--- src/design/swdm_pkg.sv ---
// Shared types, constants and the sine table for the sliding-window DFT magnitude unit.
package swdm_pkg;

  localparam int WINDOW_SIZE_DEF = 64;
  localparam int NUM_BINS_DEF    = 32;
  localparam int QUEUE_DEPTH     = 2;

  localparam int SAMPLE_W  = 16;
  localparam int HOP_W     = 7;
  localparam int BIN_W     = 5;
  localparam int MAG_W     = 22;
  localparam int PHASE_W   = 7;
  localparam int SINE_W    = 16;
  localparam int ROUND_SH  = 14;

  localparam logic [HOP_W-1:0] HOP_RESET = 7'd16;
  localparam logic [MAG_W-1:0] MAG_MAX   = 22'd4194303;

  // round(16384*sin(i*pi/64)), i = 0..32
  localparam logic [14:0] QUARTER_SINE [33] = '{
    15'd0,     15'd804,   15'd1606,  15'd2404,  15'd3196,  15'd3981,  15'd4756,  15'd5520,
    15'd6270,  15'd7005,  15'd7723,  15'd8423,  15'd9102,  15'd9760,  15'd10394, 15'd11003,
    15'd11585, 15'd12140, 15'd12665, 15'd13160, 15'd13623, 15'd14053, 15'd14449, 15'd14811,
    15'd15137, 15'd15426, 15'd15679, 15'd15893, 15'd16069, 15'd16207, 15'd16305, 15'd16364,
    15'd16384
  };

  typedef enum logic [2:0] {
    ST_IDLE,
    ST_MAC,
    ST_DRAIN,
    ST_ROUND,
    ST_SQUARE,
    ST_SUM,
    ST_ROOT,
    ST_OUT
  } back_state_e;

  // Q14 sine on a 128-step circle.
  function automatic logic signed [SINE_W-1:0] sine_q14(input logic [PHASE_W-1:0] p);
    logic [1:0]  q;
    logic [5:0]  r;
    logic [14:0] mag;
    q = p[6:5];
    r = {1'b0, p[4:0]};
    if (q[0]) begin
      mag = QUARTER_SINE[6'd32 - r];
    end else begin
      mag = QUARTER_SINE[r];
    end
    if (q[1]) begin
      sine_q14 = -$signed({1'b0, mag});
    end else begin
      sine_q14 = $signed({1'b0, mag});
    end
  endfunction

endpackage

--- src/design/swdm_front.sv ---
// Front end: accepts sample words, keeps the window ring and hop count, issues spectrum jobs.
module swdm_front #(
  parameter int WINDOW_SIZE = swdm_pkg::WINDOW_SIZE_DEF,
  parameter int AW          = $clog2(WINDOW_SIZE)
) (
  input  logic                                clk_i,
  input  logic                                rst_ni,
  input  logic                                in_valid_i,
  output logic                                in_ready_o,
  input  logic signed [swdm_pkg::SAMPLE_W-1:0] sample_i,
  input  logic                                cfg_valid_i,
  output logic                                cfg_ready_o,
  input  logic [swdm_pkg::HOP_W-1:0]          cfg_data_i,
  input  logic                                stall_i,
  output logic                                job_push_o,
  output logic [AW-1:0]                       job_start_o,
  input  logic [AW-1:0]                       rd_addr_i,
  output logic signed [swdm_pkg::SAMPLE_W-1:0] rd_data_o
);

  logic signed [swdm_pkg::SAMPLE_W-1:0] mem [WINDOW_SIZE];
  logic [WINDOW_SIZE-1:0]               vld_q;
  logic signed [swdm_pkg::SAMPLE_W-1:0] rd_data_q;
  logic                                 rd_vld_q;
  logic [AW-1:0]                        wp_q, wp_d;
  logic [swdm_pkg::HOP_W-1:0]           hop_cnt_q, hop_cnt_d, hop_inc;
  logic [swdm_pkg::HOP_W-1:0]           hop_len_q;
  logic                                 accept;

  assign in_ready_o  = !stall_i;
  assign cfg_ready_o = 1'b1;
  assign accept      = in_valid_i && in_ready_o;

  assign hop_inc     = hop_cnt_q + 1'b1;
  assign wp_d        = (wp_q == AW'(WINDOW_SIZE - 1)) ? '0 : wp_q + 1'b1;
  assign job_push_o  = accept && (hop_inc >= hop_len_q);
  assign job_start_o = wp_d;
  assign hop_cnt_d   = job_push_o ? '0 : hop_inc;

  // slots never written read as zero
  assign rd_data_o = rd_vld_q ? rd_data_q : '0;

  always_ff @(posedge clk_i or negedge rst_ni) begin
    if (!rst_ni) begin
      wp_q      <= '0;
      hop_cnt_q <= '0;
      hop_len_q <= swdm_pkg::HOP_RESET;
      vld_q     <= '0;
      rd_vld_q  <= 1'b0;
    end else begin
      rd_vld_q <= vld_q[rd_addr_i];
      if (cfg_valid_i && cfg_ready_o) begin
        hop_len_q <= cfg_data_i;
      end
      if (accept) begin
        wp_q        <= wp_d;
        hop_cnt_q   <= hop_cnt_d;
        vld_q[wp_q] <= 1'b1;
      end
    end
  end

  always_ff @(posedge clk_i) begin
    if (accept) begin
      mem[wp_q] <= sample_i;
    end
    rd_data_q <= mem[rd_addr_i];
  end

endmodule

--- config.mk ---
export PLATFORM = sky130hd
export DESIGN_NAME = swdm_front
export DESIGN_NICKNAME = d
export VERILOG_FILES = /design/src/design/swdm_pkg.sv /design/src/design/swdm_front.sv
export SDC_FILE = /design/constraint.sdc
export NUM_CORES = 1
export LEC_CHECK = 0
export BUFFER_PORTS_ARGS = -buffer_cell sky130_fd_sc_hd__buf_4
export CORE_ASPECT_RATIO = 1.75
export CORE_MARGIN = 2
export CORE_UTILIZATION = 60
export DETAILED_ROUTE_END_ITERATION = 12
export GPL_ROUTABILITY_DRIVEN = 0
export PLACE_DENSITY = 0.75
export SLEW_MARGIN = 20
export SYNTH_ARGS = -nofsm -noshare
export SYNTH_HDL_FRONTEND = slang
export SYNTH_SLANG_ARGS = --single-unit
--- constraint.sdc ---
create_clock -name clk_i -period 5.8 [get_ports clk_i]
set_input_delay 1.16 -clock clk_i [delete_from_list [all_inputs] [get_ports clk_i]]
set_output_delay 1.16 -clock clk_i [all_outputs]
set_load 0.01 [all_outputs]
# == After elaboration in Yosys (flattened, before gate mapping) ==
# Memories as Yosys holds them, arrays and structs flattened. A register that Yosys moved wholly into a read port is not among the register bits.
# Index checks and enable logic that the tools add are counted.
# op_classes
n_addsub,2
mul,0
div,0
magnitude_cmp,4
n_eq_ne,1
n_shift,0
mux,9
bitwise_logic,1
n_reduce_logical,4
# ops
operator,count
64-bit OR,1
16-bit 2-to-1 mux,1
"6-bit by 7-bit < comparator with 1-bit output, second input constant",2
"7-bit by 1-bit adder with 7-bit output, second input constant",1
7-bit >= comparator,1
7-bit 2-to-1 mux,1
"6-bit by 1-bit adder with 6-bit output, second input constant",1
1-bit binary-select mux with 6-bit select,1
1-bit demux with 6-bit select,1
"6-bit == test, second input constant",1
"6-bit by 1-bit >= comparator with 1-bit output, second input constant",1
6-bit 2-to-1 mux,1
1-bit 2-to-1 mux,4
1-bit logical AND,3
1-bit logical NOT,1
# word_totals
reg_bits,85
latchBits,0
ramBits,1024
romBits,0
in_bits,34
elab_cells,27
memories,1
# memory_table
name,words,word_bits,read_ports,rd_clocked_by_memory_dff,write_ports,line_no,text
mem,64,16,1,1,1,swdm_front.sv:21,logic signed [swdm_pkg::SAMPLE_W-1:0] mem [WINDOW_SIZE];

# == Logic depth before layout (Yosys ltp) ==
# depth
word_depth,5
depth_mapped,10

# == Worst setup path after synthesis ==
# Ideal clock, no wire load.
# synth_timing
path_kind,input port to output port
startpoint,input port in_valid_i
endpoint,output port job_push_o
arrival_time_ns,1.954
required_time_ns,4.640
path_slack_ns,2.686
cell_stages,4
path_cell_list,nor2b_1 clkbuf_1 clkbuf_1 and3_1
# synth_between
elab_chain_len,2
# synth_rtl
element,line_no,text
start: declaration,swdm_front.sv:8,"input logic in_valid_i,"
1-bit logical AND,swdm_front.sv:32,assign accept = in_valid_i && in_ready_o;
1-bit logical AND,swdm_front.sv:36,assign job_push_o = accept && (hop_inc >= hop_len_q);
end: declaration,swdm_front.sv:15,"output logic job_push_o,"
# No other way between the ends.

# == Final worst setup path ==
# layout_timing
startpoint,register hop_cnt_q[0] (netlist name)
endpoint,output port job_push_o
# layout_between
elab_chain_len,3
# layout_rtl
element,line_no,text
start: declaration,swdm_front.sv:26,"logic [swdm_pkg::HOP_W-1:0] hop_cnt_q, hop_cnt_d, hop_inc;"
start signal: assignment,swdm_front.sv:57,hop_cnt_q <= hop_cnt_d;
7-bit by 1-bit adder with 7-bit output,swdm_front.sv:34,assign hop_inc = hop_cnt_q + 1'b1;
7-bit >= comparator,swdm_front.sv:36,
1-bit logical AND,swdm_front.sv:36,
# No other way between the ends.

==> results_dict.tcl <==
set metrics [dict create \
    status "finished, final reports clean" \
    final_area_sq_um 48300 \
    path_common_cell "ha_1" \
    hold_viol_final 0 \
    cp-end-kind "output pin" \
    drt_pre_antenna_iters 6 \
    fill_cells 4466 \
    synth_top_cell_area_share 0.705 \
    yosys.area.top_type "edfxtp_1" \
    cellPowerDensity_nw_per_um2 345 \
    crit_type "reg2out" \
    avgSynthCellArea_sq_um 20.9 \
    synth_seq_area_share 0.761 \
    drc_errors 0 \
    post-cts-setup-buffers 0 \
    cts_buffers 89 \
    path_cells "ha_1 -> nand3_1 -> xnor2_1 -> ha_1 -> a2111oi_0 -> o21ai_0 -> and3_1 -> buf_4" \
    cts_sinks 1125 \
    syn_to_final_growth_pct 10.6 \
    overflow 0 \
    grt_pass1_wl_mm 153 \
    cpMaxStageDelayCell "a2111oi_0" \
    critical_path.max_fanout 6 \
    clk_latency_ns 0.64 \
    synth_area_leaders "edfxtp_1 70%, mux4_2 13%, dfrtp_1 4.8%" \
    num_rows 130 \
    min_period_ns 4.31 \
    die_w_microns 208 \
    setup-tns-final_ns 0 \
    crit_required_ns 4.64 \
    diodes 0 \
    final_layout_size_suffix_gt1_frac 0.314 \
    synth-edff-count 1024 \
    yosys_warnings 0 \
    cp.arrival_ns 3.15 \
    ctsHtreeMaxLevel 3 \
    post-route-period-util 0.744 \
    root_buffer "clkbuf_16" \
    dieArea_sq_um 75000 \
    synth_cell_types 46 \
    drt-vias-per-instance 6.72 \
    vias 21600 \
    synth_common_cells "1024 x edfxtp_1, 261 x mux4_2, 103 x mux2_2, 85 x nor2_1, 84 x dfrtp_1" \
    tightestPinTransition_ns 1.08 \
    syn_area_sq_um 43600 \
    die_y_microns 361 \
    drtAntennaViolNets 0 \
    num-nets-final 2249 \
    place_inst 3039 \
    finalWirelength_mm 104 \
    grt_start_max_net_pins 77 \
    max_stage_delay_ns 0.46 \
    synth_flop_cell "edfxtp_1" \
    ys_ff_latch 1125 \
    synthCells 2088 \
    irDropWorstVdd_mv 0.420 \
    setup_viol_count_final 0 \
    cts-resized-gates 0 \
    io_buffers 57 \
    grt_pass1_vias 22300 \
    fin_ws_ns 1.49 \
    synth.most_common_cell "edfxtp_1" \
    cts_hold_buf 0 \
    synth_nets 2131 \
    path_clk_slew_ns 0.06 \
    pre_cts_slack_ns 1.10 \
    drt-initial-drc-count 3022 \
    core_area_sq_um 71900 \
    cts_tree "built" \
    dpl.hpwl_mm 61.8 \
    hold_path.class "reg2reg" \
    rsz0062_at_grt "no" \
    layoutNonFillerInstCount 3206 \
    grt_usage 0.285 \
    cts_buffer_depth 3 \
    io_pins 59 \
    start_util 0.607 \
    fin_util 0.671 \
    relSlewSlack 0.279 \
    p_leak_nw 15.9 \
    clock.fmax_ghz 0.232 \
    clock_skew_ns 0.0175 \
    critPathLaunchType "flop" \
    maxCapViolCount 0 \
    place_area_sq_um 45400 \
    antenna_found_initial 1 \
    slew_viol_final 0 \
    avgRoutedWirePerCell_microns 32.6 \
    async_reset_ff_frac 0.0756 \
]
## routing by layer
metal  up-vias  track usage  part of all wire
met4         0        0.139             0.055
met3       250       0.0355             0.078
met5         -            0                 0
li1       8748            -                 -
met1     11300        0.357              0.34
met2      1211        0.495              0.53
## power breakdown
group / switching [mW] / internal, mW / total, mW
combinational: 0.805 / 0.562 / 1.37
clock: 2.74 / 3.24 / 5.98
sequential: 0.194 / 9.09 / 9.29
total: 3.74 / 12.9 / 16.6
## per-stage QoR
step / total power, mW / hold WS (ns)
floorplan: 10.2 / 0.433
global placement: 10.7 / 0.445
detailed placement: 10.8 / 0.448
CTS: 16.7 / 0.465
global route: 17.1 / 0.478
finish: 16.6 / 0.466
## flip-flops by register name (all words and copies together), names as in the netlist
register	flops
vld_q	64
hop_cnt_q	7
hop_len_q	7
wp_q	6
rd_data_q	16
rd_vld_q	1
mem	1024
## worst max-delay path, delay by kind of cell (launching register included)
family                   cells  cell delay (ns)
AO/OA/AOI/OAI                2             0.69
adder cells (fa/ha/maj)      2             0.58
flip-flops                   1             0.45
AND/OR/NAND/NOR              2             0.36
XOR/XNOR                     1             0.28
buffers and inverters        1             0.14
## cells in the final DEF (no fill, tap or decap), drive strengths merged, types with 5 or more instances in the layout
master / synthesis / final
dfrtp: 84 / 84
o211ai: 13 / 13
xnor2: 6 / 6
a221oi: 14 / 14
o22ai: 20 / 20
nand2: 67 / 67
clkinv: 0 / 29
a22oi: 16 / 16
or2: 65 / 65
and2: 17 / 17
o221ai: 16 / 16
a21oi: 6 / 6
nor2: 85 / 85
mux2: 103 / 103
clkinvlp: 0 / 7
nand3b: 6 / 6
o21ai: 62 / 62
dfxtp: 16 / 16
mux2i: 22 / 22
nand3: 21 / 21
mux4: 261 / 261
ha: 9 / 9
inv: 8 / 10
bufinv: 0 / 5
edfxtp: 1024 / 1024
clkbuf: 56 / 124
buf: 60 / 143
## cell families after synthesis
group | after synthesis | synth area share
AO/OA/AOI/OAI | 157 | 0.0235
XOR/XNOR | 10 | 0.00201
adder cells (fa/ha/maj) | 9 | 0.00258
buffers and inverters | 124 | 0.0142
flip-flops | 1125 | 0.761
multiplexers | 386 | 0.166
other | 1 | 0.0000859
AND/OR/NAND/NOR | 276 | 0.0305
## final timing paths
check	from	to	slack [ns]	cells after the start
min in group asynchronous	rst_ni	hop_len_q[6]$_DFFE_PN0P_	0.55	1
min reg2reg	vld_q[1]$_DFFE_PN0P_	vld_q[1]$_DFFE_PN0P_	0.47	1
max in group asynchronous	rst_ni	vld_q[62]$_DFFE_PN0P_	4.11	2
min	vld_q[1]$_DFFE_PN0P_	vld_q[1]$_DFFE_PN0P_	0.47	1
max	hop_cnt_q[0]$_DFFE_PN0P_	job_push_o	1.49	8
max reg2reg	wp_q[3]$_DFFE_PN0P_	mem[56][6]$_DFFE_PP_	2.76	2
## layout make-up
type | instances | area [sq um] | area share
Inverter | 8 | 30.0 | 0.000622
Timing Repair Buffer | 143 | 1180 | 0.0244
Multi-Input combinational cell | 839 | 9870 | 0.204
Clock inverter | 43 | 353 | 0.00731
Sequential cell | 1125 | 33200 | 0.688
Clock buffer | 124 | 2490 | 0.0517
Tap cell | 924 | 1160 | 0.0239
Power figures use the tool's default switching activity.
