--- config.mk ---
export PLATFORM = sky130hd
export DESIGN_NAME = swdm_queue
export DESIGN_NICKNAME = d
export VERILOG_FILES = /design/src/design/swdm_pkg.sv /design/src/design/swdm_queue.sv
export SDC_FILE = /design/constraint.sdc
export NUM_CORES = 1
export LEC_CHECK = 0
export ABC_AREA = 0
export BUFFER_PORTS_ARGS = -buffer_cell sky130_fd_sc_hd__buf_2
export CORE_MARGIN = 3
export CORE_UTILIZATION = 43
export DETAILED_ROUTE_END_ITERATION = 6
export PLACE_DENSITY = 0.73
export SYNTH_ARGS = -nofsm -noshare
export SYNTH_HDL_FRONTEND = slang
export SYNTH_SLANG_ARGS = --single-unit
--- constraint.sdc ---
create_clock -name clk_i -period 1.28 [get_ports clk_i]
set_clock_uncertainty 0.05 [all_clocks]
set_input_delay 0 -clock clk_i [delete_from_list [all_inputs] [get_ports clk_i]]
set_output_delay 0 -clock clk_i [all_outputs]
set_load 0.02 [all_outputs]
--- src/design/swdm_pkg.sv ---
// Shared types, constants and the sine table for the sliding-window DFT magnitude unit.
package swdm_pkg;

  localparam int WINDOW_SIZE_DEF = 64;
  localparam int NUM_BINS_DEF    = 32;
  localparam int QUEUE_DEPTH     = 2;

  localparam int SAMPLE_W  = 16;
  localparam int HOP_W     = 7;
  localparam int BIN_W     = 5;
  localparam int MAG_W     = 22;
  localparam int PHASE_W   = 7;
  localparam int SINE_W    = 16;
  localparam int ROUND_SH  = 14;

  localparam logic [HOP_W-1:0] HOP_RESET = 7'd16;
  localparam logic [MAG_W-1:0] MAG_MAX   = 22'd4194303;

  // round(16384*sin(i*pi/64)), i = 0..32
  localparam logic [14:0] QUARTER_SINE [33] = '{
    15'd0,     15'd804,   15'd1606,  15'd2404,  15'd3196,  15'd3981,  15'd4756,  15'd5520,
    15'd6270,  15'd7005,  15'd7723,  15'd8423,  15'd9102,  15'd9760,  15'd10394, 15'd11003,
    15'd11585, 15'd12140, 15'd12665, 15'd13160, 15'd13623, 15'd14053, 15'd14449, 15'd14811,
    15'd15137, 15'd15426, 15'd15679, 15'd15893, 15'd16069, 15'd16207, 15'd16305, 15'd16364,
    15'd16384
  };

  typedef enum logic [2:0] {
    ST_IDLE,
    ST_MAC,
    ST_DRAIN,
    ST_ROUND,
    ST_SQUARE,
    ST_SUM,
    ST_ROOT,
    ST_OUT
  } back_state_e;

  // Q14 sine on a 128-step circle.
  function automatic logic signed [SINE_W-1:0] sine_q14(input logic [PHASE_W-1:0] p);
    logic [1:0]  q;
    logic [5:0]  r;
    logic [14:0] mag;
    q = p[6:5];
    r = {1'b0, p[4:0]};
    if (q[0]) begin
      mag = QUARTER_SINE[6'd32 - r];
    end else begin
      mag = QUARTER_SINE[r];
    end
    if (q[1]) begin
      sine_q14 = -$signed({1'b0, mag});
    end else begin
      sine_q14 = $signed({1'b0, mag});
    end
  endfunction

endpackage

--- src/design/swdm_queue.sv ---
// Small job FIFO between the sample front end and the spectrum engine.
module swdm_queue #(
  parameter int DATA_W = 6,
  parameter int DEPTH  = swdm_pkg::QUEUE_DEPTH
) (
  input  logic              clk_i,
  input  logic              rst_ni,
  input  logic              push_i,
  input  logic [DATA_W-1:0] push_data_i,
  input  logic              pop_i,
  output logic [DATA_W-1:0] pop_data_o,
  output logic              empty_o,
  output logic              full_o
);

  localparam int PW = (DEPTH > 1) ? $clog2(DEPTH) : 1;
  localparam int CW = $clog2(DEPTH + 1);

  logic [DATA_W-1:0] mem_q [DEPTH];
  logic [PW-1:0]     wr_ptr_q, wr_ptr_d, rd_ptr_q, rd_ptr_d;
  logic [CW-1:0]     cnt_q, cnt_d;
  logic              do_push, do_pop;

  assign empty_o    = (cnt_q == '0);
  assign full_o     = (cnt_q == CW'(DEPTH));
  assign do_push    = push_i && !full_o;
  assign do_pop     = pop_i && !empty_o;
  assign pop_data_o = mem_q[rd_ptr_q];

  always_comb begin
    wr_ptr_d = wr_ptr_q;
    rd_ptr_d = rd_ptr_q;
    cnt_d    = cnt_q;
    if (do_push) begin
      wr_ptr_d = (wr_ptr_q == PW'(DEPTH - 1)) ? '0 : wr_ptr_q + 1'b1;
    end
    if (do_pop) begin
      rd_ptr_d = (rd_ptr_q == PW'(DEPTH - 1)) ? '0 : rd_ptr_q + 1'b1;
    end
    if (do_push && !do_pop) begin
      cnt_d = cnt_q + 1'b1;
    end else if (!do_push && do_pop) begin
      cnt_d = cnt_q - 1'b1;
    end
  end

  always_ff @(posedge clk_i or negedge rst_ni) begin
    if (!rst_ni) begin
      wr_ptr_q <= '0;
      rd_ptr_q <= '0;
      cnt_q    <= '0;
    end else begin
      wr_ptr_q <= wr_ptr_d;
      rd_ptr_q <= rd_ptr_d;
      cnt_q    <= cnt_d;
    end
  end

  always_ff @(posedge clk_i) begin
    if (do_push) begin
      mem_q[wr_ptr_q] <= push_data_i;
    end
  end

endmodule

**Yosys cells after proc, flatten, opt, wreduce, memory -nomap -nowiden**

Memories as Yosys holds them, arrays and structs flattened.
Cells that the tools add are included.

- Bits in registers: 4
- Bits in writable memories: 12
- Input bits: 10
- Output and inout bits: 8
- Logic and storage cells: 25
- Memories: 1

- Add/subtract/negate cells: 4
- Equal/unequal tests: 1
- Muxes and demuxes: 6
- Reduce and logical (&&, ||, !) cells: 10

Memory list:

| memory | words | width | rd ports | clocked after Yosys merged registers in | write ports | RTL line | RTL |
|---|---|---|---|---|---|---|---|
| mem_q | 2 | 6 | 1 | 0 | 1 | swdm_queue.sv:19 | `logic [DATA_W-1:0] mem_q [DEPTH];` |

Operators with widths:

| operator | count |
|---|---|
| $logic_and 1x1->1 | 4 |
| $logic_not 1->1 | 4 |
| $mux 1 | 4 |
| $mux 2 | 2 |
| $add 1x1->1 const B | 2 |
| $add 2x1->2 const B | 1 |
| $eq 2x2->1 const B | 1 |
| $logic_not 2->1 | 1 |
| $reduce_bool 2->1 | 1 |
| $sub 2x1->2 const B | 1 |

**Logic depth before layout (Yosys ltp)**

Gate-level depths: netlist (run 1).

- Depth after elaboration: 7
- Mapped depth: 7
- Depth with buffers taken out: 7

**Least setup slack after synthesis (run 1)**

OpenSTA, ideal clock, no wires.

- Kind: register -> register
- Start: register cnt_q[0]
- End: register cnt_q[1]
- Setup time: 0.079 ns
- Arrival time: 1.286 ns
- Data required time: 1.151 ns
- Path slack: -0.135 ns
- Cell stages (with the launch flop): 7
- Buffers on the path: 0
- Clock period less this slack: 1.415 ns
- Cell sequence: dfrtp_1 -> nand2b_1 -> nand2_2 -> inv_1 -> ha_1 -> nor2_1 -> xor2_1

- Word-level cells in the longest chain between the ends: 6
- Elaborated cells between the ends (all ways): 15
- Those cells by class: add/sub (2); eq/ne (1); mux (2); reduce/logical (10)

Ends and longest elaborated chain:

| what | RTL line | RTL |
|---|---|---|
| start: declaration | swdm_queue.sv:21 | `logic [CW-1:0] cnt_q, cnt_d;` |
| start signal: assignment | swdm_queue.sv:55 | `cnt_q <= cnt_d;` |
| $eq 2x2->1 / $logic_not 2->1 (equally long branches) | swdm_queue.sv:25, swdm_queue.sv:24 |  |
| $logic_not 1->1, on equally long branches | swdm_queue.sv:26, swdm_queue.sv:27 |  |
| $logic_and 1x1->1, on equally long branches | swdm_queue.sv:26, swdm_queue.sv:27 |  |
| $logic_not 1->1, on equally long branches | swdm_queue.sv:42, swdm_queue.sv:40 |  |
| $logic_and 1x1->1, on equally long branches | swdm_queue.sv:42, swdm_queue.sv:40 |  |
| $reduce_bool 2->1 (no source line) / $mux 2 (equally long branches) | - |  |

Several ways; a longest one is shown, not always the timed one. The select of a mux whose other input is x is not followed.
A chain may end at the register's enable or synchronous reset.

**Final worst setup path (run 1)**

- Start: register cnt_q[0]
- End: memory mem_q[0][4] (enable)

- Word-level cells in the longest chain between the ends: 5

Ends and longest elaborated chain:

| what | RTL line | RTL |
|---|---|---|
| $eq 2x2->1 | swdm_queue.sv:25 | `assign full_o = (cnt_q == CW'(DEPTH));` |
| $logic_not 1->1 | swdm_queue.sv:26 | `assign do_push = push_i && !full_o;` |
| $logic_and 1x1->1 | swdm_queue.sv:26 |  |
| $mux 1 | swdm_queue.sv:60 | `if (do_push) begin` |
| $mux 1 (not written as such) | swdm_queue.sv:61 | `mem_q[wr_ptr_q] <= push_data_i;` |
| end: declaration | swdm_queue.sv:19 |  |

No other way between the ends.

==> metrics.md, run 1 <==
| Metric | Value |
|---|---|
| Maximum VDD drop | `0.00151 V` |
| Slowest CP cell | `dfrtp_1` |
| Reg2Reg Depth | `6` |
| Seq/Total Area, Yosys | `72.0%` |
| First-pass GRT wire length | `2.01 mm` |
| Share of cells above drive strength 1 | `60.0%` |
| Synth area leaders | `edfxtp_1 56%, dfrtp_1 16%, mux2_1 7.0%, mux2_2 3.5%, xnor2_1 2.7%` |
| Core Box Area | `1350 µm²` |
| ANT cells | `0` |
| Final Non-Filler Cells | `90` |
| Reg2Reg Setup Slack | `-90 ps` |
| CP Launch Type | `register` |
| Max Fclk | `728 MHz` |
| Setup CP Type | `register to register` |
| Commonest cells post-synth | `12 x edfxtp_1, 4 x dfrtp_1, 4 x mux2_1` |
| Tightest Hold Check Type | `input pin to register` |
| Synth Instances | `38` |
| Post-Syn Nets | `49` |
| RR Startpoint | `cnt_q[0]$_DFFE_PN0P_` |
| Initial antenna violation count | `0` |
| Crit share post-route | `107%` |
| Largest delay contributor family on the critical path | `flip-flops` |
| DRC violations left | `0` |
| # fillers | `99` |
| Total congestion overflow | `0` |
| Netlist Area Pre-Place | `639 µm²` |
| Die ar. | `1990 µm²` |
| Final hold violation count | `0` |
| Number of synthesis warnings | `0` |
| Synth Area per Inst | `16.8 µm²` |
| Post-synth top area cell | `edfxtp_1` |
| Dpl ws | `-127 ps` |
| Via count | `426` |
| Setup violators final | `8` |
| All-Layer GR Usage | `14.6%` |
| Failing checks | `setup timing` |
| Worst min-delay path endpoint | `rd_ptr_q$_DFFE_PN0P_` |
| Root buffer cell | `clkbuf_4` |
| Most frequent cell after synthesis | `edfxtp_1` |
| Vias in the first global route | `449` |
| Cell Rows | `13` |
| Number of I/O pins | `18` |
| Hold Crit Start | `pop_i` |
| Crit path buf inv count | `3` |
| Pleak | `0.453 nW` |
| Dpl cells | `75` |
| Worst-Skew Late Latency | `270 ps` |
| Status | `finished, violations left` |
| Asr flop ratio synth | `25.0%` |
| DIE WIDTH | `44.6 µm` |
| WP data required | `1220 ps` |
| Slew HR | `84.9%` |
| CTS max path bufs | `2` |
| Post-synth EDFFs | `12` |
| #FFs+latches synth | `16` |
| Number of DRC markers in iteration 0 | `3` |
| H-tree Lvls | `1` |
| Area Growth Syn to Fin | `60.1%` |
| Least-Margin Pin Slew | `226 ps` |
| Final slew viol count | `0` |
| Vias/cell | `4.73` |
| Gpl congestion | `0.630` |
| Die H | `44.6 µm` |
| RSZ-0062 raised after global routing | `yes` |
| Setup ws final | `-93.8 ps` |
| Slowest stage delay, CP | `390 ps` |
| Crit Path Max Fanout | `6` |
| Power Dens Cells | `2260 nW/µm²` |
| Largest net degree at the start of global routing | `10` |
| Port bufs | `17` |
| Cell variety after synth | `15` |
| Synth top area share | `56.4%` |
| Clock sinks | `16` |
| Critical path's most frequent cell | `buf_6` |
| Top FF cell, synth | `edfxtp_1` |
| Layout Utilization | `75.8%` |
| Crit path time final | `1370 ps` |
| Wire length per cell | `13.0 µm` |
| Initial Util | `47.4%` |
| Clock-pin slew on the worst setup and hold paths | `80 ps` |
| Inserted Clock Buffers | `3` |
| CP Capture Type | `register` |
| CTS tree | `yes` |
| Critical Path, Cell by Cell | `nand2b_4, nand2_4, buf_4, buf_6, nor2_4, buf_6` |
| CP arrival | `1310 ps` |
| ANT nets after route | `0` |
| R2r endpoint | `mem_q[0][4]$_DFFE_PP_` |
| Final WL | `1.17 mm` |
| Dpl hpwl | `838 µm` |
| DRT Pass-1 Iters | `3` |
| Nets@finish | `87` |
| WHS Path Cells | `4` |
| Max-cap violations | `0` |
-- sequential cells by signal, summed over array words and instances (netlist names) --
register	flops
mem_q	12
cnt_q	2
rd_ptr_q	1
wr_ptr_q	1
-- worst max path at each step --
stage | from | end | slack [ps] | cells past startpoint
after global placement | cnt_q[0]$_DFFE_PN0P_ | cnt_q[1]$_DFFE_PN0P_ | -40 | 6
after floorplan | cnt_q[0]$_DFFE_PN0P_ | cnt_q[1]$_DFFE_PN0P_ | -70 | 7
final | cnt_q[0]$_DFFE_PN0P_ | mem_q[0][4]$_DFFE_PP_ | -90 | 6
after global routing | cnt_q[0]$_DFFE_PN0P_ | cnt_q[1]$_DFFE_PN0P_ | -190 | 7
after detailed placement | cnt_q[0]$_DFFE_PN0P_ | cnt_q[1]$_DFFE_PN0P_ | -130 | 7
after CTS | cnt_q[0]$_DFFE_PN0P_ | cnt_q[1]$_DFFE_PN0P_ | -90 | 7
-- metrics by stage --
step	area [µm²]	TNS (ps)	hold slack (ps)	total power, mW
2_1_floorplan	654	-264	-346	1.39
6_report	1020	-624	68.2	2.31
3_3_place_gp	798	-118	-236	1.67
3_5_place_dp	798	-342	-232	1.71
4_1_cts	987	-380	50.1	2.25
5_1_grt	1020	-1410	72.6	2.46
-- placed cells by master, fill, tap and decap left out, drive strengths merged --
cell type / Yosys / layout
ha: 1 / 1
o21ai: 1 / 1
inv: 2 / 2
mux2: 6 / 6
nand2: 1 / 1
xnor2: 3 / 3
edfxtp: 12 / 12
xor2: 2 / 2
clkinv: 0 / 1
dlygate4sd3: 0 / 8
clkbuf: 0 / 3
nor2: 3 / 3
dfrtp: 4 / 4
and3: 1 / 1
nand2b: 1 / 1
buf: 1 / 26
-- report_power, final --
group	switching [mW]	internal, mW	total (mW)
registers	0.148	0.735	0.883
clock network	0.138	0.113	0.251
logic	0.485	0.693	1.18
total	0.772	1.54	2.31
-- cell families after synthesis --
kind of cell             after synthesis  share of synthesized area (%)
flip-flops                            16                           72.0
adder cells (fa/ha/maj)                1                           1.96
AND/OR/NAND/NOR                        6                           4.70
XOR/XNOR                               5                           8.03
AO/OA/AOI/OAI                          1                          0.782
multiplexers                           6                           10.6
buffers and inverters                  3                           1.96
-- worst register-to-register path: stages, from the launching register on --
cell and delay [ps]:
dfrtp_1 390, nand2b_4 160, nand2_4 50, buf_4 130, buf_6 120, nor2_4 70
buf_6 130
-- repair_timing --
item,CTS,global route
endpoints found under the setup margin,13,20
gates resized for setup,19,9
hold buffers,8,0
gates cloned,0,0
pin swaps,2,2
endpoints found under the hold margin,16,0
buffers inserted,2,1
-- per-layer routing --
metal  global-route usage (%)  vias up  part of all wire, %
met2                     24.9        9                   56
met3                     3.66        2                  4.2
met4                     5.42        0                 0.68
li1                         -      208                    -
met5                        0        -                    0
met1                     17.6      207                   39
-- area by class of cell --
type                    instances  area (µm²)  area share, %
flip-flops and latches         16         462           45.1
clock buffers                   3        22.5           2.20
well taps                      15        18.8           1.83
multi-input cells              19         229           22.4
repair buffers                 34         280           27.4
inverters                       2        7.51          0.733
clock inverters                 1        3.75          0.367
No activity file was read; power rests on OpenSTA's default activity.
==> run 2: changes to the inputs <==
--- a/config.mk
+++ b/config.mk
@@ -7,8 +7,10 @@
 export LEC_CHECK = 0
 export ABC_AREA = 0
 export BUFFER_PORTS_ARGS = -buffer_cell sky130_fd_sc_hd__buf_2
+export CELL_PAD_IN_SITES_DETAIL_PLACEMENT = 1
+export CELL_PAD_IN_SITES_GLOBAL_PLACEMENT = 2
 export CORE_MARGIN = 3
-export CORE_UTILIZATION = 43
+export CORE_UTILIZATION = 30
 export DETAILED_ROUTE_END_ITERATION = 6
 export PLACE_DENSITY = 0.73
 export SYNTH_ARGS = -nofsm -noshare
==> run 2 against run 1 <==
The run still ends with setup timing left. Largest power group unchanged. Sequential power is 0.5% higher. Combinational power is 4% lower. Via count is 0.47% lower. Sequential cell count stayed put. Design area is 0.24% lower. Total power is 1.2% lower. Die area is 37% higher.
==> metrics.md, run 2 (same netlist as run 1, synthesis figures left out) <==
| Metric | Value |
|---|---|
| Status | `finished, violations left` |
| Failing checks | `setup timing` |
| Initial Util | `32.3%` |
| Tot Pwr | `2.28 mW` |
| Core Box Area | `1980 µm²` |
| Vias/cell | `4.24` |
| ANT cells | `0` |
| Final slew viol count | `0` |
| RSZ-0062 raised after global routing | `yes` |
| CP Launch Type | `register` |
| Max Used Layer | `met3` |
| Critical Path, Cell by Cell | `nand2b_4, nand2_4, inv_2, ha_4, xor2_1, nor2_1, xor2_1` |
| DRC violations left | `0` |
| Largest net degree at the start of global routing | `10` |
| Via count | `424` |
| Root buffer cell | `clkbuf_4` |
| Die H | `52.2 µm` |
| M1 wire length | `494 µm` |
| Total congestion overflow | `0` |
| Setup violators final | `7` |
| Setup CP Type | `register to register` |
| Area Growth Syn to Fin | `59.7%` |
| Vias in the first global route | `474` |
| ANT nets after route | `0` |
| Final WL | `1.27 mm` |
| First-pass GRT wire length | `2.17 mm` |
| WP data required | `1430 ps` |
| Least-Margin Pin Slew | `225 ps` |
| Number of I/O pins | `18` |
| Crit share post-route | `104%` |
| Power Dens Cells | `2240 nW/µm²` |
| Die ar. | `2720 µm²` |
| Most frequent cells in the layout | `12 x edfxtp_1, 10 x buf_2, 8 x dlygate4sd3_1` |
| Clock sinks | `16` |
| All-Layer GR Usage | `11.5%` |
| WL met3 | `65 µm` |
| Top flop regs | `mem_q (12), cnt_q (2)` |
| Share of cells above drive strength 1 | `57.5%` |
| Worst-Skew Late Latency | `270 ps` |
| Final Non-Filler Cells | `100` |
| Wire length per cell | `12.7 µm` |
| Slowest CP cell | `dfrtp_1` |
| Setup ws final | `-54.9 ps` |
| Critical path's most frequent cell | `xor2_1` |
| Sum of negative setup slack | `-116 ps` |
| Most flop-heavy register | `mem_q` |
| DRT Pass-1 Iters | `2` |
| Gpl congestion | `0.675` |
| Tightest Hold Check Type | `input pin to register` |
| Dpl hpwl | `854 µm` |
| CTS tree | `yes` |
| Port bufs | `17` |
| Dpl cells | `86` |
| DIE WIDTH | `52.2 µm` |
| CTS max path bufs | `2` |
| Slowest stage delay, CP | `410 ps` |
| Max reg flops | `12` |
| Max-cap violations | `0` |
| Crit Path Max Fanout | `3` |
| Maximum VDD drop | `0.00116 V` |
| Max Fclk | `749 MHz` |
| Routed wl met2 | `707 µm` |
| H-tree Lvls | `1` |
| Cell Rows | `16` |
| Clock-pin slew on the worst setup and hold paths | `90 ps` |
| Number of DRC markers in iteration 0 | `3` |
| Crit path time final | `1330 ps` |
| Inserted Clock Buffers | `3` |
| Initial antenna violation count | `0` |
| Nets@finish | `85` |
| Most common library cell in the layout ignoring fill and taps | `edfxtp_1` |
| CP arrival | `1490 ps` |
| Pleak | `0.441 nW` |
| CP Capture Type | `register` |
| Final hold violation count | `0` |
| Slew HR | `85.0%` |
## run 2: cell types whose count changed in the layout (fill, tap and decap cells not counted)
cell,before,now
buf_4,8,7
nor2_2,1,0
and3_4,0,1
buf_6,8,7
nor2_1,1,2
clkbuf_1,0,1
and3_2,1,0
clkinv_1,1,0
## run 2: worst paths after layout
kind                                             end  slack [ps]                 start  depth (start not counted)
worst min register to register  wr_ptr_q$_DFFE_PN0N_         540  wr_ptr_q$_DFFE_PN0N_                          1
worst max-delay path            cnt_q[1]$_DFFE_PN0P_         -50  cnt_q[0]$_DFFE_PN0P_                          7
max in group asynchronous       rd_ptr_q$_DFFE_PN0P_         420                rst_ni                          3
min in group asynchronous       rd_ptr_q$_DFFE_PN0P_         570                rst_ni                          3
worst max register to register  cnt_q[1]$_DFFE_PN0P_         -50  cnt_q[0]$_DFFE_PN0P_                          7
worst min-delay path            rd_ptr_q$_DFFE_PN0P_          60                 pop_i                          4
## run 2: critical path, delay by kind of cell (launching register included)
kind	cells	cell delay (ps)
flops	1	410
fa+ha+maj	1	140
buf+inv	1	40
simple gates	3	350
xor+xnor	2	280
## run 2: layout make-up
type / instances / area, µm²
clock buffer: 4 / 26.3
fill: 198 / 961
inverter: 2 / 7.51
multi-input combinational: 19 / 230
sequential: 16 / 462
tap: 27 / 33.8
timing repair buffer: 32 / 262
## run 2: stage by stage
step           utilization, %  hold WS, ps  setup WS [ps]  area [µm²]
5_1_grt                  51.5         73.7           -146        1020
6_report                 51.5         60.9          -54.9        1020
3_3_place_gp             40.7         -238          -86.8         806
2_1_floorplan               -         -346          -65.0         654
3_5_place_dp             40.7         -237           -115         806
4_1_cts                  50.8         58.1          -75.2        1010
## run 2: power breakdown
part	leakage [nW]	internal [mW]	switching [mW]
combinational	0.269	0.659	0.471
clock	0.0150	0.121	0.145
sequential	0.157	0.735	0.152
## run 2: routing by layer
metal,vias up,track usage (%)
li1,205,-
met5,-,0
met1,209,13.0
met3,0,2.87
met4,0,6.38
met2,10,19.7
## run 2: what timing repair did
action,4_1_cts,5_1_grt
pin swaps,3,0
endpoints found under the setup margin,19,13
resized for setup,25,2
setup buffers,1,1
hold endpoints to repair,16,0
hold buffers,8,0
==> run 3: changes to the inputs <==
--- a/config.mk
+++ b/config.mk
@@ -12,7 +12,7 @@
 export CORE_MARGIN = 3
 export CORE_UTILIZATION = 30
 export DETAILED_ROUTE_END_ITERATION = 6
-export PLACE_DENSITY = 0.73
+export PLACE_DENSITY = 0.75
 export SYNTH_ARGS = -nofsm -noshare
 export SYNTH_HDL_FRONTEND = slang
 export SYNTH_SLANG_ARGS = --single-unit
==> run 3 against run 2 <==
The flow still finishes with violations (setup timing). Count of clock-buffer cells in the layout is the same. Combinational power is essentially flat. Clock power grew 4%. Design area shrank 0.24%. First-iteration DRC count grew 67%. Sequential share of layout area grew 0.11 points. Sequential power shrank 1%. Cell count shrank 1.0%. Register-to-register slack lost 50 ps. Largest cell class unchanged.
==> metrics.md, run 3 (same netlist as run 1, synthesis figures left out) <==
| Metric | Value |
|---|---|
| Crit share post-route | `108%` |
| ANT cells | `0` |
| Pleak | `0.437 nW` |
| Most common library cell in the layout ignoring fill and taps | `edfxtp_1` |
| Gpl congestion | `0.720` |
| Wire length per cell | `13.8 µm` |
| All-Layer GR Usage | `11.8%` |
| Worst-Skew Late Latency | `290 ps` |
| Area of the multi-input gates | `226 µm²` |
| RSZ-0062 raised after global routing | `yes` |
| Failing checks | `setup timing` |
| Die ar. | `2720 µm²` |
| Placed Area | `813 µm²` |
| Share of cells above drive strength 1 | `58.3%` |
| Vias/cell | `4.28` |
| Initial Util | `32.3%` |
| Switching power | `793 µW` |
| Inserted Clock Buffers | `3` |
| WP data required | `1400 ps` |
| Final WL | `1.37 mm` |
| DRC violations left | `0` |
| Nets@finish | `84` |
| CTS max path bufs | `2` |
| Setup ws final | `-102 ps` |
| Cell Rows | `16` |
| CTS tree | `yes` |
| Clock power share | `12.0%` |
| Final instance area | `1020 µm²` |
| Final hold violation count | `0` |
| Least-Margin Pin Slew | `225 ps` |
| ANT nets after route | `0` |
| Number of I/O pins | `18` |
| DRT Pass-1 Iters | `3` |
| Switching share of total power | `34.3%` |
| Max-cap violations | `0` |
| Max Fclk | `724 MHz` |
| Tightest Hold Check Type | `input pin to register` |
| Post-CTS Setup Inserts | `0` |
| Initial antenna violation count | `0` |
| Status | `finished, violations left` |
| Vias in the first global route | `492` |
| Crit path time final | `1380 ps` |
| Max reg flops | `12` |
| Top flop regs | `mem_q (12), cnt_q (2)` |
| Die H | `52.2 µm` |
| Clock sinks | `16` |
| Port bufs | `17` |
| Setup violators final | `13` |
| Gate power share | `50.0%` |
| Power Dens Cells | `2270 nW/µm²` |
| Maximum VDD drop | `0.00103 V` |
| CP Capture Type | `register` |
| Most flop-heavy register | `mem_q` |
| Slew HR | `85.0%` |
| Crit Path Max Fanout | `3` |
| Most frequent cells in the layout | `12 x edfxtp_1, 9 x buf_2, 8 x dlygate4sd3_1, 8 x buf_6` |
| CP Launch Type | `register` |
| H-tree Lvls | `1` |
| Largest net degree at the start of global routing | `10` |
| Core Box Area | `1980 µm²` |
| Dpl ws | `-92.0 ps` |
| Area Growth Syn to Fin | `59.3%` |
| Sequential cell area | `462 µm²` |
| P_int | `1.52 mW` |
| CP arrival | `1510 ps` |
| Via count | `424` |
| Clock-pin slew on the worst setup and hold paths | `90 ps` |
| # fillers | `196` |
| Root buffer cell | `clkbuf_4` |
| Share of power burned in registers | `38.0%` |
| Sum of negative setup slack | `-239 ps` |
| Final slew viol count | `0` |
| Tot Pwr | `2.31 mW` |
| First-pass GRT wire length | `2.19 mm` |
| DIE WIDTH | `52.2 µm` |
| Dpl hpwl | `882 µm` |
| Total congestion overflow | `0` |
| Number of DRC markers in iteration 0 | `5` |
| Setup CP Type | `register to register` |
-- run 3: cell count changes in the layout (fill, tap and decap cells not counted) --
cell / delta
buf_2: -1
inv_4: +1
and3_4: -1
and3_2: +1
buf_4: -1
inv_1: -1
buf_6: +1
-- run 3: layer usage --
metal  GRT usage [%]  vias to the layer above  part of all wire [%]
li1                -                      201                     -
met1            13.3                      206                    40
met2            20.3                       15                    54
met3            2.87                        2                   4.8
met4            6.38                        0                   1.2
met5               0                        -                     0
-- run 3: worst max-delay path, stage by stage (launching register included) --
cell	delay (ps)
dfrtp_1	430
o21ai_2	250
ha_4	170
xor2_1	150
nor2_1	70
xor2_1	160
-- run 3: power by group through the flow --
stage	sequential [mW]	clock [mW]	combinational [mW]
5_1_grt	0.909	0.318	1.23
3_3_place_gp	0.850	0	0.829
2_1_floorplan	0.816	0	0.573
6_report	0.878	0.277	1.16
3_5_place_dp	0.859	0	0.855
4_1_cts	0.871	0.289	1.07
-- run 3: final timing paths --
| path | start | to | slack, ps | cells past startpoint |
|---|---|---|---|---|
| min | pop_i | rd_ptr_q$_DFFE_PN0P_ | 80 | 4 |
| max | cnt_q[1]$_DFFE_PN0P_ | cnt_q[1]$_DFFE_PN0P_ | -100 | 5 |
| max in group asynchronous | rst_ni | rd_ptr_q$_DFFE_PN0P_ | 420 | 3 |
| min reg2reg | wr_ptr_q$_DFFE_PN0N_ | wr_ptr_q$_DFFE_PN0N_ | 520 | 1 |
| min in group asynchronous | rst_ni | cnt_q[0]$_DFFE_PN0P_ | 560 | 3 |
| max reg2reg | cnt_q[1]$_DFFE_PN0P_ | cnt_q[1]$_DFFE_PN0P_ | -100 | 5 |
-- run 3: final cells by class --
| class | instances | area share (%) |
|---|---|---|
| Multi-Input combinational cell | 19 | 22.2 |
| Timing Repair Buffer | 31 | 25.6 |
| Clock buffer | 4 | 2.58 |
| Tap cell | 27 | 3.32 |
| Inverter | 2 | 0.983 |
| Sequential cell | 16 | 45.3 |
-- run 3: metrics by stage --
stage	hold slack [ps]	util [%]	cells
after floorplan	-346	-	38
after global placement	-236	41.0	87
after detailed placement	-235	41.0	87
after CTS	56.8	49.9	99
after global routing	86.4	51.4	99
final	81.2	51.4	99
-- run 3: what timing repair did --
action,in CTS,in global routing
pin swaps,2,0
endpoints found under the hold margin,16,0
gates resized for setup,20,10
endpoints found under the setup margin,13,15
cloned,0,0
hold buffers,8,0
